--- src/hw/rtl/rpa_pkg.sv ---
`default_nettype none

package rpa_pkg;

    // Defaults for the top-level parameters
    localparam int DEF_NUM_PAGES  = 16384;
    localparam int DEF_COUNT_BITS = 8;

    // Fixed field widths
    localparam int PAGE_W   = 14;
    localparam int LIMIT_W  = 15;
    localparam int CFG_W    = 15;
    localparam int REF_W    = 8;
    localparam int FREE_W   = 15;
    localparam int MODE_W   = 3;
    localparam int STATUS_W = 2;

    // Depth of the queue between front and back
    localparam int QUEUE_DEPTH = 2;

    // Item modes
    localparam logic [MODE_W-1:0] MODE_ALLOC = 3'd0;
    localparam logic [MODE_W-1:0] MODE_FREE  = 3'd1;
    localparam logic [MODE_W-1:0] MODE_ADD   = 3'd2;
    localparam logic [MODE_W-1:0] MODE_DROP  = 3'd3;
    localparam logic [MODE_W-1:0] MODE_READ  = 3'd4;
    localparam logic [MODE_W-1:0] MODE_SEED  = 3'd5;

    // Result status codes
    localparam logic [STATUS_W-1:0] STATUS_OK     = 2'd0;
    localparam logic [STATUS_W-1:0] STATUS_NOFREE = 2'd1;
    localparam logic [STATUS_W-1:0] STATUS_RANGE  = 2'd2;
    localparam logic [STATUS_W-1:0] STATUS_FULL   = 2'd3;

    // Configuration register indexes
    localparam logic CFG_FIRST_PAGE = 1'b0;
    localparam logic CFG_PAGE_LIMIT = 1'b1;

    // Input item
    typedef struct packed {
        logic [MODE_W-1:0] mode;
        logic [PAGE_W-1:0] page;
    } t_req;

    // Result item
    typedef struct packed {
        logic [PAGE_W-1:0]   result_page;
        logic [STATUS_W-1:0] status;
        logic [REF_W-1:0]    ref_value;
        logic [FREE_W-1:0]   free_pages;
    } t_rsp;

    // Classified operation handed from front to back
    typedef enum logic [2:0] {
        OP_ALLOC,
        OP_FREE,
        OP_SEED,
        OP_ADD,
        OP_DROP,
        OP_READ,
        OP_RANGE
    } t_op;

    typedef struct packed {
        t_op               op;
        logic [PAGE_W-1:0] page;
    } t_cmd;

endpackage

`default_nettype wire

--- src/hw/rtl/rpa_queue.sv ---
`default_nettype none

module rpa_queue (
    input  wire            i_clk,
    input  wire            i_rst_n,
    input  wire            i_push_valid,
    output logic           o_push_ready,
    input  rpa_pkg::t_cmd  i_push_cmd,
    output logic           o_pop_valid,
    input  wire            i_pop_ready,
    output rpa_pkg::t_cmd  o_pop_cmd
);
    import rpa_pkg::*;

    localparam int QAW = (QUEUE_DEPTH > 1) ? $clog2(QUEUE_DEPTH) : 1;
    localparam int QCW = $clog2(QUEUE_DEPTH + 1);

    t_cmd           r_mem [QUEUE_DEPTH];
    logic [QAW-1:0] r_wr_ptr, r_rd_ptr;
    logic [QCW-1:0] r_count;
    logic           push, pop;

    assign o_push_ready = (r_count != QCW'(QUEUE_DEPTH));
    assign o_pop_valid  = (r_count != '0);
    assign o_pop_cmd    = r_mem[r_rd_ptr];
    assign push         = i_push_valid && o_push_ready;
    assign pop          = o_pop_valid && i_pop_ready;

    always_ff @(posedge i_clk) begin
        if (push) begin
            r_mem[r_wr_ptr] <= i_push_cmd;
        end
    end

    always_ff @(posedge i_clk) begin
        if (!i_rst_n) begin
            r_wr_ptr <= '0;
            r_rd_ptr <= '0;
            r_count  <= '0;
        end else begin
            if (push) begin
                r_wr_ptr <= (r_wr_ptr == QAW'(QUEUE_DEPTH - 1)) ? '0 : r_wr_ptr + 1'b1;
            end
            if (pop) begin
                r_rd_ptr <= (r_rd_ptr == QAW'(QUEUE_DEPTH - 1)) ? '0 : r_rd_ptr + 1'b1;
            end
            if (push && !pop) begin
                r_count <= r_count + 1'b1;
            end else if (pop && !push) begin
                r_count <= r_count - 1'b1;
            end
        end
    end

    a_count_bound: assert property (@(posedge i_clk) disable iff (!i_rst_n)
        r_count <= QCW'(QUEUE_DEPTH))
        else $error("queue count above depth");

    a_count_step: assert property (@(posedge i_clk) disable iff (!i_rst_n)
        (push && !pop) |=> (r_count == $past(r_count) + 1'b1))
        else $error("queue count missed a push");

    a_ptr_gap: assert property (@(posedge i_clk) disable iff (!i_rst_n)
        (r_count == '0) |-> (r_wr_ptr == r_rd_ptr))
        else $error("queue empty with pointers apart");

endmodule

`default_nettype wire

--- config.mk ---
export PLATFORM = sky130hd
export DESIGN_NAME = rpa_queue
export DESIGN_NICKNAME = d
export VERILOG_FILES = /design/src/hw/rtl/rpa_pkg.sv /design/src/hw/rtl/rpa_queue.sv
export SDC_FILE = /design/constraint.sdc
export NUM_CORES = 1
export LEC_CHECK = 0
export ABC_CLOCK_PERIOD_IN_PS = 1500
export BUFFER_PORTS_ARGS = -buffer_cell sky130_fd_sc_hd__buf_4
export CORE_MARGIN = 5
export CORE_UTILIZATION = 45
export DETAILED_ROUTE_END_ITERATION = 10
export PLACE_DENSITY_LB_ADDON = 0.08
export SYNTH_ARGS = -nofsm -noshare
export SYNTH_HDL_FRONTEND = slang
export SYNTH_SLANG_ARGS = --single-unit
export TNS_END_PERCENT = 50
--- constraint.sdc ---
create_clock -name i_clk -period 1.5 [get_ports i_clk]
set_clock_uncertainty 0.1 [all_clocks]
set_input_delay 0.3 -clock i_clk [delete_from_list [all_inputs] [get_ports i_clk]]
set_output_delay 0.3 -clock i_clk [all_outputs]
set_load 0.02 [all_outputs]
==> run_results.csv <==
group,metric,value,unit
status,status,"complete, but fails checks",
status,violations,"setup timing",
clock_network,htreeDepth,2,
die,die_h,67.11,um
grt,grt_max_degree,12,
clock_network,tritoncts,"yes",
worst_hold_path,worstHoldPathType,"in -> reg",
timing,grt_setup_unrepaired,"yes",
die,pin_count,40,
setup_path,endpoint_kind,"output pin",
layout,final_cell_mix,"34 x edfxtp_1, 26 x buf_4, 20 x buf_6",
synth,synth_nets,99,
layout,final_layout_size_suffix_gt1_share,62.41,%
pwr,p_leak,0.8561,nW
routing,drt_pass1_iterations,4,
timing,drv_slew,0,
placed_design,hpwl,1.820,mm
grt,grt_pass1_wl,4.091,mm
synth,synth_top_family_by_area,"multiplexers",
layout,design_area,2148,um^2
die,rows,20,
setup_path,crit_family,"flip-flops",
die,start_util,47.30,%
clock_network,clockRootBuffer,"clkbuf_4",
pwr,powerDensity,1622,nW/um^2
synth,synth_cell_types,20,
synth,avgSynthCellArea,19.06,um^2
die,fp.dieW,67.11,um
timing,timing.fmax,587.5,MHz
setup_path,crit_arrival,1.30,ns
clock_network,clkSlewWorstSetupHoldPaths,0.10,ns
timing,timing.slew.headroom,86.00,%
placed_design,globalplace.congestion,0.6593,
layout,final_common_cell,"edfxtp_1",
grt,grt_remaining_overflow,0,
setup_path,criticalPathCategory,"reg -> out",
setup_path,cp_cell_sequence,"buf_12 > mux2_4 > buf_6",
routing,ant_nets,0,
die,core_area,3103,um^2
grt,grt_usage,12.94,%
routing,drc,0,
clock_network,worst_skew_pair.late_latency,0.32,ns
synth,yosys.area_share.simple,4.433,%
clock_network,clockBufferDepth,2,
routing,vias,834,
synth,synthCells,77,
setup_path,critPathBufInv,2,
run,maxCapViolations,0,
timing,setup_ws,-0.2023,ns
timing,finalHoldViolCount,0,
setup_path,worst_setup_path_start_kind,"flop",
routing,drt_iter0_drc,29,
synth,synth_area,1468,um^2
pwr,irDropWorstVdd,1028,uV
placed_design,placed_area,1919,um^2
synth,yosysWarnings,0,
clock_network,cts_setup_buffers,0,
timing,setup_viol,20,
timing,hold_slack,0.05194,ns
placed_design,portBuffers,39,
synth,synth_compound_area_share,2.387,%
routing,routed_wirelength,2.577,mm
routing,viasPerCell,4.712,
layout,layout.nets,154,
setup_path,max_stage_delay,0.40,ns
die,die_area,4504,um^2
setup_path,worst_path_max_delay_cell,"dfxtp_4",
clock_network,cts.hold.buffers_added,0,
timing,worst_pin_slew,0.2100,ns
setup_path,critical_path_required,1.10,ns
synth,seq_area_frac_synth,76.39,%
grt,antenna_found_initial,0,
synth,synth_mux_area_share,13.04,%
synth,ys_ff_latch,39,
clock_network,cts_made_buffers,5,
synth,synth-xor-area-share,1.790,%
clock_network,cts_sinks,39,
layout,area_delta_synth_final,46.38,%
timing,layout_min_cycle_time,1.702,ns
layout,antenna_cells,0,
timing,period_share,113.5,%
setup_path,path_max_fanout,8,
synth,synth_fa_ha_area_share,0.8525,%
grt,grt_pass1_vias,919,
routing,wire_per_inst,14.56,um
[cell type report]
class                           count  area, um^2
Clock buffer                        7       45.04
Multi-Input combinational cell     35       416.7
Timing Repair Buffer               50       495.5
Tap cell                           44       55.05
Inverter                            1       3.754
Clock inverter                      1       5.005
Sequential cell                    39        1127
Fill cell                         245       954.7
[flip-flops by register name, indices dropped and copies added, names as in the netlist, named ones only]
| name | flops |
|---|---|
| r_wr_ptr | 1 |
| r_count | 2 |
| r_mem | 34 |
| r_rd_ptr | 1 |
[timing repair]
item                                    4_1_cts  5_1_grt
endpoints found under the setup margin       21       20
gates resized for setup                      47        2
gates cloned                                  1        0
[stage by stage]
stage | setup slack, ns | power, W | TNS [ns] | cells | util, %
2_1_floorplan | -0.05303 | 0.002166 | -0.1011 | 77 | -
3_3_place_gp | -0.01532 | 0.002656 | -0.01532 | 168 | 61.85
3_5_place_dp | -0.1244 | 0.002691 | -0.1534 | 168 | 61.85
4_1_cts | -0.2279 | 0.003508 | -3.828 | 177 | 68.95
5_1_grt | -0.2725 | 0.003679 | -4.794 | 177 | 69.23
6_report | -0.2023 | 0.003485 | -3.428 | 177 | 69.23
[cells by family (layout without fill, tap and decap cells)]
group / Yosys count / in the layout
simple gates: 9 / 9
xor+xnor: 3 / 3
mux: 17 / 17
buf+inv: 3 / 59
flops: 39 / 39
fa+ha+maj: 1 / 1
compound gates: 5 / 5
[metal layers]
| metal | wire length, um | vias to the layer above | GRT usage, % |
|---|---|---|---|
| met5 | 0 | - | 0 |
| met4 | 44 | 0 | 6.835 |
| met3 | 187 | 5 | 4.722 |
| met2 | 1381 | 28 | 22.09 |
| met1 | 964 | 400 | 13.88 |
| li1 | - | 401 | - |
[cell usage after synthesis]
cell	n	area [um^2]
a21boi_0	1	7.510
buf_4	1	7.510
or3_1	1	6.260
and3_1	1	6.260
xnor2_1	2	17.52
nand2b_4	1	13.76
ha_1	1	12.51
a21boi_1	1	7.510
o21ai_1	1	5.000
and2_1	4	25.02
or2_2	1	6.260
o21ai_0	1	5.000
mux2_2	17	191.4
buf_2	1	5.000
inv_1	1	3.750
xor2_1	1	8.760
a21bo_2	1	10.01
dfxtp_1	5	100.1
edfxtp_1	34	1021
nand3b_1	1	7.510
[path summary, 6_finish.rpt]
check / start / end / slack, ns / cells past startpoint
worst min-delay path: i_push_cmd[6] / r_mem[0][6]$_DFFE_PP_ / 0.05 / 1
worst max-delay path: flop / o_pop_cmd[4] / -0.20 / 3
worst max register to register: r_count[0]$_SDFFE_PN0P_ / r_count[1]$_SDFFE_PN0P_ / -0.09 / 6
worst min register to register: r_count[1]$_SDFFE_PN0P_ / r_count[1]$_SDFFE_PN0P_ / 0.45 / 2
[report_power, final]
group | switching [W] | leakage, nW | total, W | internal, W
Clock | 0.000293 | 0.0293 | 0.000476 | 0.000183
Combinational | 0.000642 | 0.467 | 0.00154 | 0.000901
Sequential | 0.0000910 | 0.360 | 0.00147 | 0.00137
Power figures use the tool's default switching activity.
