File: config.mk
export PLATFORM = sky130hd
export DESIGN_NAME = rpa_front
export DESIGN_NICKNAME = d
export VERILOG_FILES = /design/src/hw/rtl/rpa_pkg.sv /design/src/hw/rtl/rpa_front.sv
export SDC_FILE = /design/constraint.sdc
export NUM_CORES = 1
export LEC_CHECK = 0
export ABC_AREA = 1
export BUFFER_PORTS_ARGS = -buffer_cell sky130_fd_sc_hd__buf_2
export CORE_ASPECT_RATIO = 1.1
export CORE_UTILIZATION = 23
export DETAILED_ROUTE_END_ITERATION = 16
export SYNTH_ARGS = -nofsm -noshare
export SYNTH_HDL_FRONTEND = slang
export SYNTH_SLANG_ARGS = --single-unit
File: constraint.sdc
create_clock -name vclk -period 1.5
set_clock_uncertainty 0.2 [all_clocks]
set_input_delay 0.225 -clock vclk [all_inputs]
set_output_delay 0.225 -clock vclk [all_outputs]
set_load 0.05 [all_outputs]
File: src/hw/rtl/rpa_pkg.sv
`default_nettype none

package rpa_pkg;

    // Defaults for the top-level parameters
    localparam int DEF_NUM_PAGES  = 16384;
    localparam int DEF_COUNT_BITS = 8;

    // Fixed field widths
    localparam int PAGE_W   = 14;
    localparam int LIMIT_W  = 15;
    localparam int CFG_W    = 15;
    localparam int REF_W    = 8;
    localparam int FREE_W   = 15;
    localparam int MODE_W   = 3;
    localparam int STATUS_W = 2;

    // Depth of the queue between front and back
    localparam int QUEUE_DEPTH = 2;

    // Item modes
    localparam logic [MODE_W-1:0] MODE_ALLOC = 3'd0;
    localparam logic [MODE_W-1:0] MODE_FREE  = 3'd1;
    localparam logic [MODE_W-1:0] MODE_ADD   = 3'd2;
    localparam logic [MODE_W-1:0] MODE_DROP  = 3'd3;
    localparam logic [MODE_W-1:0] MODE_READ  = 3'd4;
    localparam logic [MODE_W-1:0] MODE_SEED  = 3'd5;

    // Result status codes
    localparam logic [STATUS_W-1:0] STATUS_OK     = 2'd0;
    localparam logic [STATUS_W-1:0] STATUS_NOFREE = 2'd1;
    localparam logic [STATUS_W-1:0] STATUS_RANGE  = 2'd2;
    localparam logic [STATUS_W-1:0] STATUS_FULL   = 2'd3;

    // Configuration register indexes
    localparam logic CFG_FIRST_PAGE = 1'b0;
    localparam logic CFG_PAGE_LIMIT = 1'b1;

    // Input item
    typedef struct packed {
        logic [MODE_W-1:0] mode;
        logic [PAGE_W-1:0] page;
    } t_req;

    // Result item
    typedef struct packed {
        logic [PAGE_W-1:0]   result_page;
        logic [STATUS_W-1:0] status;
        logic [REF_W-1:0]    ref_value;
        logic [FREE_W-1:0]   free_pages;
    } t_rsp;

    // Classified operation handed from front to back
    typedef enum logic [2:0] {
        OP_ALLOC,
        OP_FREE,
        OP_SEED,
        OP_ADD,
        OP_DROP,
        OP_READ,
        OP_RANGE
    } t_op;

    typedef struct packed {
        t_op               op;
        logic [PAGE_W-1:0] page;
    } t_cmd;

endpackage

`default_nettype wire

File: src/hw/rtl/rpa_front.sv
`default_nettype none

module rpa_front #(
    parameter int NUM_PAGES = rpa_pkg::DEF_NUM_PAGES
) (
    input  wire                           i_valid,
    output logic                          o_ready,
    input  rpa_pkg::t_req                 i_req,
    input  wire  [rpa_pkg::PAGE_W-1:0]    i_first_page,
    input  wire  [rpa_pkg::LIMIT_W-1:0]   i_page_limit,
    input  wire                           i_clearing,
    output logic                          o_q_valid,
    input  wire                           i_q_ready,
    output rpa_pkg::t_cmd                 o_q_cmd
);
    import rpa_pkg::*;

    logic in_range;

    // Range test against the configured window and the memory size
    assign in_range = (i_req.page >= i_first_page)
                   && ({1'b0, i_req.page} < i_page_limit)
                   && (32'(i_req.page) < NUM_PAGES);

    always_comb begin
        o_q_cmd.page = i_req.page;
        if (i_req.mode == MODE_ALLOC) begin
            o_q_cmd.op = OP_ALLOC;
        end else if (!in_range) begin
            o_q_cmd.op = OP_RANGE;
        end else begin
            unique case (i_req.mode)
                MODE_FREE: o_q_cmd.op = OP_FREE;
                MODE_SEED: o_q_cmd.op = OP_SEED;
                MODE_ADD:  o_q_cmd.op = OP_ADD;
                MODE_DROP: o_q_cmd.op = OP_DROP;
                default:   o_q_cmd.op = OP_READ;
            endcase
        end
    end

    // Hold off items while the count memory is being cleared
    assign o_ready   = i_q_ready && !i_clearing;
    assign o_q_valid = i_valid && !i_clearing;

endmodule

`default_nettype wire

==> run metrics, run 1 <==
status finished, violations left; violated checks setup timing; remaining antenna violation count 0; end of the worst hold path o_q_cmd[2]; Hold Crit Class in -> out; Vias around 1100; ant diodes 0; Layout Nets 310; Worst setup EP type primary output; worst slew pin tran 0.365 ns; Finish-stage setup viols 3; most frequent cell after synthesis nand2_1; PortBufs between 60 and 70; Cell Area, Placed 1550 um^2; crit path kind in -> out; area leader, netlist ha_1; drt initial violations 24; final worst path period share 126%; Hold Crit Start i_req[2]; Leakage about 0.001 uW; maximum vdd ir drop 111 uV; Final Hold Fails 0; I/O Pins 68; dominant cells by area after synthesis ha_1 (34%), nand2_1 (18%), inv_1 (17%); Vias/cell 3.99; crit path DAT 1.47 ns; GRT Resource Usage Total between 10 and 15%; Post-Syn Area 996 um^2; initial antenna violation count 0; largest net degree at the start of global routing 5; DR pass1 iterations 4; layout cells sized above 1 62.9%; Post-synth top cells nand2_1 (48), inv_1 (45), ha_1 (27); post-route cell area around 1900 um^2; Final Worst Setup Slack -0.393 ns; Max Slew Vio Count 0; post-layout min period 1.89 ns; CP Max Fanout 3; vias in the first global route 1096; gp weighted congestion ~0.64; Syn Inst Count approximately 170; pwr/cell area 344 nW/um^2; seq_cells 0; Synth top area share 33.9%; Reg area 0 um^2; drt wl/cell 8.87 um; Hold Crit Depth 2; Placeable Area 4050 um^2; Residual DRC 0; post-CTS setup buffers 0; f_max 528 MHz; WP data required ~1.1 ns; Detailed Place HPWL 2120 um; slew margin rel. 75.4%; Synth cell types 16; # hold bufs at CTS 0; first-pass GRT wire length around 4400 um; Syn-to-layout area delta 89.7%; die height 71.0 um; clock buffer count 0; Layout Utilization 46.6%; Row Count 24; die width 64.7 um; Overflow after GRT 0; Synth warnings 0; Detailed Route WL 2520 um; startpoint types primary input; pre-CTS setup slack -0.568 ns; Avg Cell Area, Syn 5.72 um^2; final hold slack roughly 0.55 ns; Initial Util about 25%; Max-Cap Viols 0; post-route setup TNS -1.14 ns; RSZ-0062 raised after global routing true; Die ar. ~4600 um^2; Synthesized Nets 250; sequential area share after synthesis 0%; fillers 434
## worst max-delay path, cell delays in order
cell     delay [ns]
buf_2          0.10
inv_2          0.06
ha_4           0.20
nand2_2        0.06
inv_1          0.04
a21oi_1        0.13
nand2_1        0.09
a21oi_2        0.18
nand2_4        0.10
nand2_4        0.08
nand2_4        0.05
buf_8          0.15
## worst max path at each step
stage | start | end | slack [ns] | depth (start not counted)
floorplan | i_page_limit[4] | o_q_cmd[14] | -0.19 | 9
global placement | i_req[13] | o_q_cmd[16] | -0.55 | 12
detailed placement | i_req[13] | o_q_cmd[15] | -0.57 | 12
CTS | i_req[2] | o_q_cmd[15] | -0.37 | 13
global route | i_req[11] | o_q_cmd[16] | -0.47 | 12
finish | i_page_limit[6] | o_q_cmd[16] | -0.39 | 12
## cells by family (layout without fill, tap and decap cells)
logic type                 count (synthesis)  in the layout  share of synthesized area [%]
AOI/OAI and AO/OA                         12             12                           6.66
buffers and inverters                     63            121                           29.0
adders and majority gates                 27             27                           33.9
and+or+nand+nor                           72             72                           30.4
## report_power, final
| part | total [uW] | internal [uW] | switching, uW |
|---|---|---|---|
| Combinational | 649 | 289 | 360 |
| Clock | 0 | 0 | 0 |
| Sequential | 0 | 0 | 0 |
## final cells by class
class | instances | area, um^2 | area share, %
Inverter | 49 | 219 | 11.6
Timing Repair Buffer | 72 | 524 | 27.7
Tap cell | 52 | 65.1 | 3.44
Multi-Input combinational cell | 111 | 1080 | 57.2
## metal layers
layer  share of wire (%)  track usage (%)  up-vias
li1                    -                -      624
met1                  41             14.2      476
met2                  54             22.3       32
met3                 4.7            0.323        0
met4                   0                0        0
met5                   0                0        -
## layout by cell type, fill, tap and decap left out, drive strengths merged
master / netlist / routed
a21oi: 9 / 9
a22oi: 1 / 1
buf: 14 / 72
ha: 27 / 27
inv: 49 / 49
nand2: 51 / 51
nand3: 4 / 4
nor2: 15 / 15
nor2b: 1 / 1
o21ai: 2 / 2
or2: 1 / 1
## through the flow
stage	power, uW	std cells
floorplan	375	174
CTS	627	284
global placement	514	284
detailed placement	520	284
global route	717	284
finish	649	284
## what timing repair did
item | 4_1_cts | 5_1_grt
gates resized for setup | 63 | 15
endpoints found under the setup margin | 3 | 3
pin swaps | 27 | 14
Note: power is estimated with default switching activity, not from simulation.
==> inputs of run 2 (changes only) <==
--- a/config.mk
+++ b/config.mk
@@ -8,8 +8,10 @@
 export ABC_AREA = 1
 export BUFFER_PORTS_ARGS = -buffer_cell sky130_fd_sc_hd__buf_2
 export CORE_ASPECT_RATIO = 1.1
-export CORE_UTILIZATION = 23
+export CORE_MARGIN = 8
+export CORE_UTILIZATION = 40
 export DETAILED_ROUTE_END_ITERATION = 16
+export PLACE_DENSITY = 0.81
 export SYNTH_ARGS = -nofsm -noshare
 export SYNTH_HDL_FRONTEND = slang
 export SYNTH_SLANG_ARGS = --single-unit
==> run 2 against run 1 <==
Effect of this change: the flow still finishes with violations (setup timing); global-route usage increased by 1.9 points; core utilization increased by 29 points; die area shrank 5.5%; sequential share of layout area stayed put; non-clock buffer count shrank 3; combinational power decreased by 1%; critical path depth down 1; fmax shrank 0.40%; flip-flop and latch count did not move; first-iteration DRC count did not move; via count rose by 2.1%; design area down 3.3%; critical endpoint unchanged; largest cell class unchanged.
==> run metrics, run 2 (synthesis gave the netlist of run 1 again) <==
startpoint types primary input; GRT Resource Usage Total 13.3%; violated checks setup timing; die width 63.6 um; clock buffer count 0; pwr/cell area ~350 nW/um^2; crit path DAT 1.48 ns; Detailed Place HPWL 2320 um; Row Count 19; remaining antenna violation count 0; post-CTS setup buffers 0; WP data required 1.07 ns; P_int 277 uW; Die ar. 4340 um^2; power share of the clock group 0%; pre-CTS setup slack -0.522 ns; WP buf/inv 3; Vias/cell 4.45; RSZ-0062 raised after global routing true; Max-Cap Viols 0; Hold Crit Class in -> out; Cell Chain, Critical Path buf_6 > ha_4 > nand2_2 > inv_1 > a21oi_2 > nand2_1 > a21oi_2 > nand2_4 > nand2_4 > nand2_4 > buf_8; switching power ~360 uW; initial antenna violation count 0; seq_cells 0; final worst path period share 127%; Cells after DPL 260; Final Worst Setup Slack -0.400 ns; gp weighted congestion 0.746; Layout Nets 307; Cell Area, Placed 1500 um^2; f_max 526 MHz; CP max stage delay between 0.2 and 0.25 ns; Finish-stage setup viols 3; Final Hold Fails 0; Vias 1156; PortBufs 68; Levels on crit path 11; maximum vdd ir drop approximately 230 uV; status finished, violations left; switching share of power 56.7%; power share of the sequential group 0%; most frequent cells in the layout buf_2 (44), nand2_1 (35), inv_1 (29), ha_4 (23); vias in the first global route 1211; CP Max Fanout 3; drt wl/cell between 10 and 15 um; layout cells sized above 1 60.7%; Layout Cells excl Fill 260; CP delay by family, top simple AND/OR/NAND/NOR gates; drt initial violations 24; die height 68.3 um; most common cell after layout, fill and taps aside buf_2; post-route cell area between 1500 and 2000 um^2; Overflow after GRT 0; Placeable Area 2420 um^2; combinational fraction of design power 100.0%; Residual DRC 0; ant diodes 0; Worst Setup SP i_req[6]; end of the critical path o_q_cmd[16]; first-pass GRT wire length 4950 um; Reg area 0 um^2; Worst setup EP type primary output; worst slew pin tran 0.360 ns; Initial Util 41.1%; I/O Pins 68; Leakage 0.000977 uW; largest net degree at the start of global routing 5; Max Slew Vio Count 0; DR pass1 iterations 4; Syn-to-layout area delta 83.4%; slew margin rel. 75.7%; most used cell along the critical path nand2_4; Detailed Route WL 3050 um; slowest CP cell ha_4; crit path kind in -> out; Layout Utilization 75.3%; Pwr Total 641 uW; post-layout min period 1.90 ns
[run 2: cell count changes in the layout (fill, tap and decap cells not counted), sizes merged]
cell | previous run | this run
buf | 72 | 69
[run 2: metal layers]
layer | global-route usage, % | up-vias | wire length [um]
met4 | 0.557 | 0 | 21
li1 | - | 618 | -
met3 | 2.62 | 2 | 174
met1 | 13.8 | 501 | 1110
met2 | 28.1 | 35 | 1740
met5 | 0 | - | 0
[run 2: how the worst min path moves through the flow]
stage | start | end | slack, ns | cells past startpoint
2_1_floorplan | i_req[0] | o_q_cmd[0] | 0.42 | 1
3_3_place_gp | i_req[0] | o_q_cmd[0] | 0.56 | 2
3_5_place_dp | i_req[0] | o_q_cmd[0] | 0.56 | 2
4_1_cts | i_req[2] | o_q_cmd[2] | 0.56 | 2
5_1_grt | i_req[10] | o_q_cmd[10] | 0.56 | 2
6_report | i_req[2] | o_q_cmd[2] | 0.56 | 2
[run 2: cell type report]
type	count	area [um^2]
Tap cell	31	38.8
Multi-Input combinational cell	111	1070
Timing Repair Buffer	69	494
Inverter	49	219
Fill cell	190	598
[run 2: what timing repair did]
action | 4_1_cts | 5_1_grt
gates resized for setup | 56 | 14
hold buffers | 0 | 0
setup endpoints to repair | 3 | 3
pin swaps | 30 | 7
[run 2: power by group through the flow]
| stage | clock, uW | sequential (uW) | combinational, uW |
|---|---|---|---|
| 6_report | 0 | 0 | 641 |
| 2_1_floorplan | 0 | 0 | 375 |
| 3_5_place_dp | 0 | 0 | 512 |
| 5_1_grt | 0 | 0 | 709 |
| 4_1_cts | 0 | 0 | 613 |
| 3_3_place_gp | 0 | 0 | 502 |
[run 2: per-stage QoR]
stage,TNS [ns],hold slack [ns]
floorplan,-0.513,0.417
global placement,-1.51,0.561
detailed placement,-1.51,0.562
CTS,-1.01,0.558
global route,-1.42,0.562
finish,-1.17,0.556
==> inputs of run 3 (changes only) <==
--- a/config.mk
+++ b/config.mk
@@ -5,13 +5,12 @@
 export SDC_FILE = /design/constraint.sdc
 export NUM_CORES = 1
 export LEC_CHECK = 0
-export ABC_AREA = 1
 export BUFFER_PORTS_ARGS = -buffer_cell sky130_fd_sc_hd__buf_2
 export CORE_ASPECT_RATIO = 1.1
 export CORE_MARGIN = 8
-export CORE_UTILIZATION = 40
+export CORE_UTILIZATION = 38
 export DETAILED_ROUTE_END_ITERATION = 16
-export PLACE_DENSITY = 0.81
+export PLACE_DENSITY = 0.8
 export SYNTH_ARGS = -nofsm -noshare
 export SYNTH_HDL_FRONTEND = slang
 export SYNTH_SLANG_ARGS = --single-unit
==> run 3 against run 2 <==
Effect of this change: die area down 5.6%; total power is 3.4% lower; fmax fell by 18%; worst hold slack barely moved; the flow still finishes with violations (setup timing); flip-flop and latch count did not move; sequential share of layout area unchanged; clock-buffer cell count did not move; critical endpoint is now o_q_cmd[15].
==> run metrics, run 3 <==
status finished, violations left; violated checks setup timing; Residual DRC 0; Post-synth top cells inv_1 (29), ha_1 (27), a21oi_1 (15); drt wl/cell about 15 um; die width 61.8 um; GRT Resource Usage Total about 16%; post-synthesis mux area share 0%; startpoint types primary input; Detailed Place HPWL 2750 um; worst slew pin tran 0.334 ns; first-pass GRT wire length 5130 um; Die ar. ~4100 um^2; most common cell after layout, fill and taps aside buf_2; Initial Util 39.7%; Worst setup EP type primary output; crit path DAT roughly 1.9 ns; post-layout min period 2.31 ns; most frequent cell after synthesis inv_1; Post-Syn Area 877 um^2; Synthesized Nets 199; DR pass1 iterations 2; Layout Nets 268; final worst path period share 154%; gp weighted congestion 0.747; ant diodes 0; maximum vdd ir drop 245 uV; Vias/cell 5.08; Avg Cell Area, Syn 7.13 um^2; Placeable Area 2210 um^2; sequential area share after synthesis 0%; Syn-to-layout area delta 86.4%; CP Max Fanout 3; Hold Crit Class in -> out; I/O Pins 68; Row Count 18; drt initial violations 18; Syn Inst Count 123; Synth Area in Simple Gates 14.7%; largest family of logic cells by synthesized area adder cells; Synth warnings 0; RSZ-0062 raised after global routing true; remaining antenna violation count 0; Detailed Route WL 3310 um; most frequent cells in the layout buf_2 (52), inv_1 (16), ha_4 (14), ha_1 (13), buf_4 (13); Finish-stage setup viols 3; Compound-Gate Fraction of Synth Area 22.4%; initial antenna violation count 0; Synth Area in XOR/XNOR 0%; Leakage approximately 0.00084 uW; Synth top area share 38.5%; Reg area 0 um^2; Vias 1118; vias in the first global route 1279; area leader, netlist ha_1; Overflow after GRT 0; Final Hold Fails 0; slew margin rel. 77.8%; PortBufs 68; Final Worst Setup Slack -0.809 ns; clock buffer count 0; Max-Cap Viols 0; post-route setup TNS -2.28 ns; seq_cells 0; layout cells sized above 1 64.2%; f_max 433 MHz; WP data required approximately 1.1 ns; dominant cells by area after synthesis ha_1 (39%), inv_1 (12%), buf_4 (12%); Max Slew Vio Count 0; pwr/cell area ~380 nW/um^2; Synth cell types 26; largest net degree at the start of global routing 6; fraction of the mapped netlist area in adder cells 38.5%; fillers 176; crit path kind in -> out; pre-CTS setup slack -0.872 ns; die height 66.4 um
[run 3: changes by cell type after synthesis, sizes merged, moves of 2 or more]
cell    before  now
a31oi        0    2
o21ai        2    4
nand4        0    6
a21oi        9   16
nand2       51    5
nand3        4    2
nand2b       0    2
inv         49   29
nor2        15    5
[run 3: report_power, final]
| group | switching (uW) | internal, uW | leakage (uW) |
|---|---|---|---|
| sequential | 0 | 0 | 0 |
| clock | 0 | 0 | 0 |
| combinational | 336 | 284 | 0.000838 |
[run 3: final cells by class]
| class | instances | area [um^2] | share of cell area [%] |
|---|---|---|---|
| Inverter | 29 | 136 | 8.34 |
| Timing Repair Buffer | 81 | 564 | 34.5 |
| Tap cell | 30 | 37.5 | 2.30 |
| Multi-Input combinational cell | 80 | 897 | 54.9 |
[run 3: stage by stage]
step                      cell area, um^2  power (uW)  hold WS [ns]  util, %  cells
after floorplan                      1090         351         0.417        -    123
after global placement               1440         499         0.561     65.4    218
after detailed placement             1440         523         0.568     65.4    218
after CTS                            1600         598         0.556     72.4    221
after global routing                 1640         668         0.561     74.1    220
final                                1640         620         0.556     74.1    220
[run 3: worst paths after layout]
kind              slack [ns]     endpoint  depth (start not counted)  startpoint
setup / recovery       -0.81  o_q_cmd[15]                          9   i_req[11]
hold / removal          0.56  o_q_cmd[13]                          2   i_req[13]
[run 3: layer usage]
layer | part of all wire (%) | global-route usage, % | wire (um) | up-vias
met3 | 11 | 4.28 | 375 | 8
met4 | 2.2 | 1.99 | 72 | 0
met1 | 33 | 14.2 | 1080 | 504
met5 | 0 | 0 | 0 | -
li1 | - | - | - | 549
met2 | 54 | 32.8 | 1790 | 57
[run 3: logic make-up after synthesis]
group | Yosys count
and+or+nand+nor | 24
buffers and inverters | 43
adders and majority gates | 27
AOI/OAI and AO/OA | 29
[run 3: worst max-delay path, stage by stage]
cell and delay [ns]:
buf_4 0.13, ha_1 0.19, a21o_1 0.18, a21oi_2 0.14, o22ai_2 0.11, a31oi_4 0.22, nand4_1 0.15, a221o_2 0.37
buf_8 0.15
[run 3: repair_timing]
action                     in CTS  in global routing
setup buffers                   3                  0
gates resized for setup        35                 11
cloned                          0                  0
hold buffers                    0                  0
pin swaps                      19                 13
setup endpoints to repair       3                  3
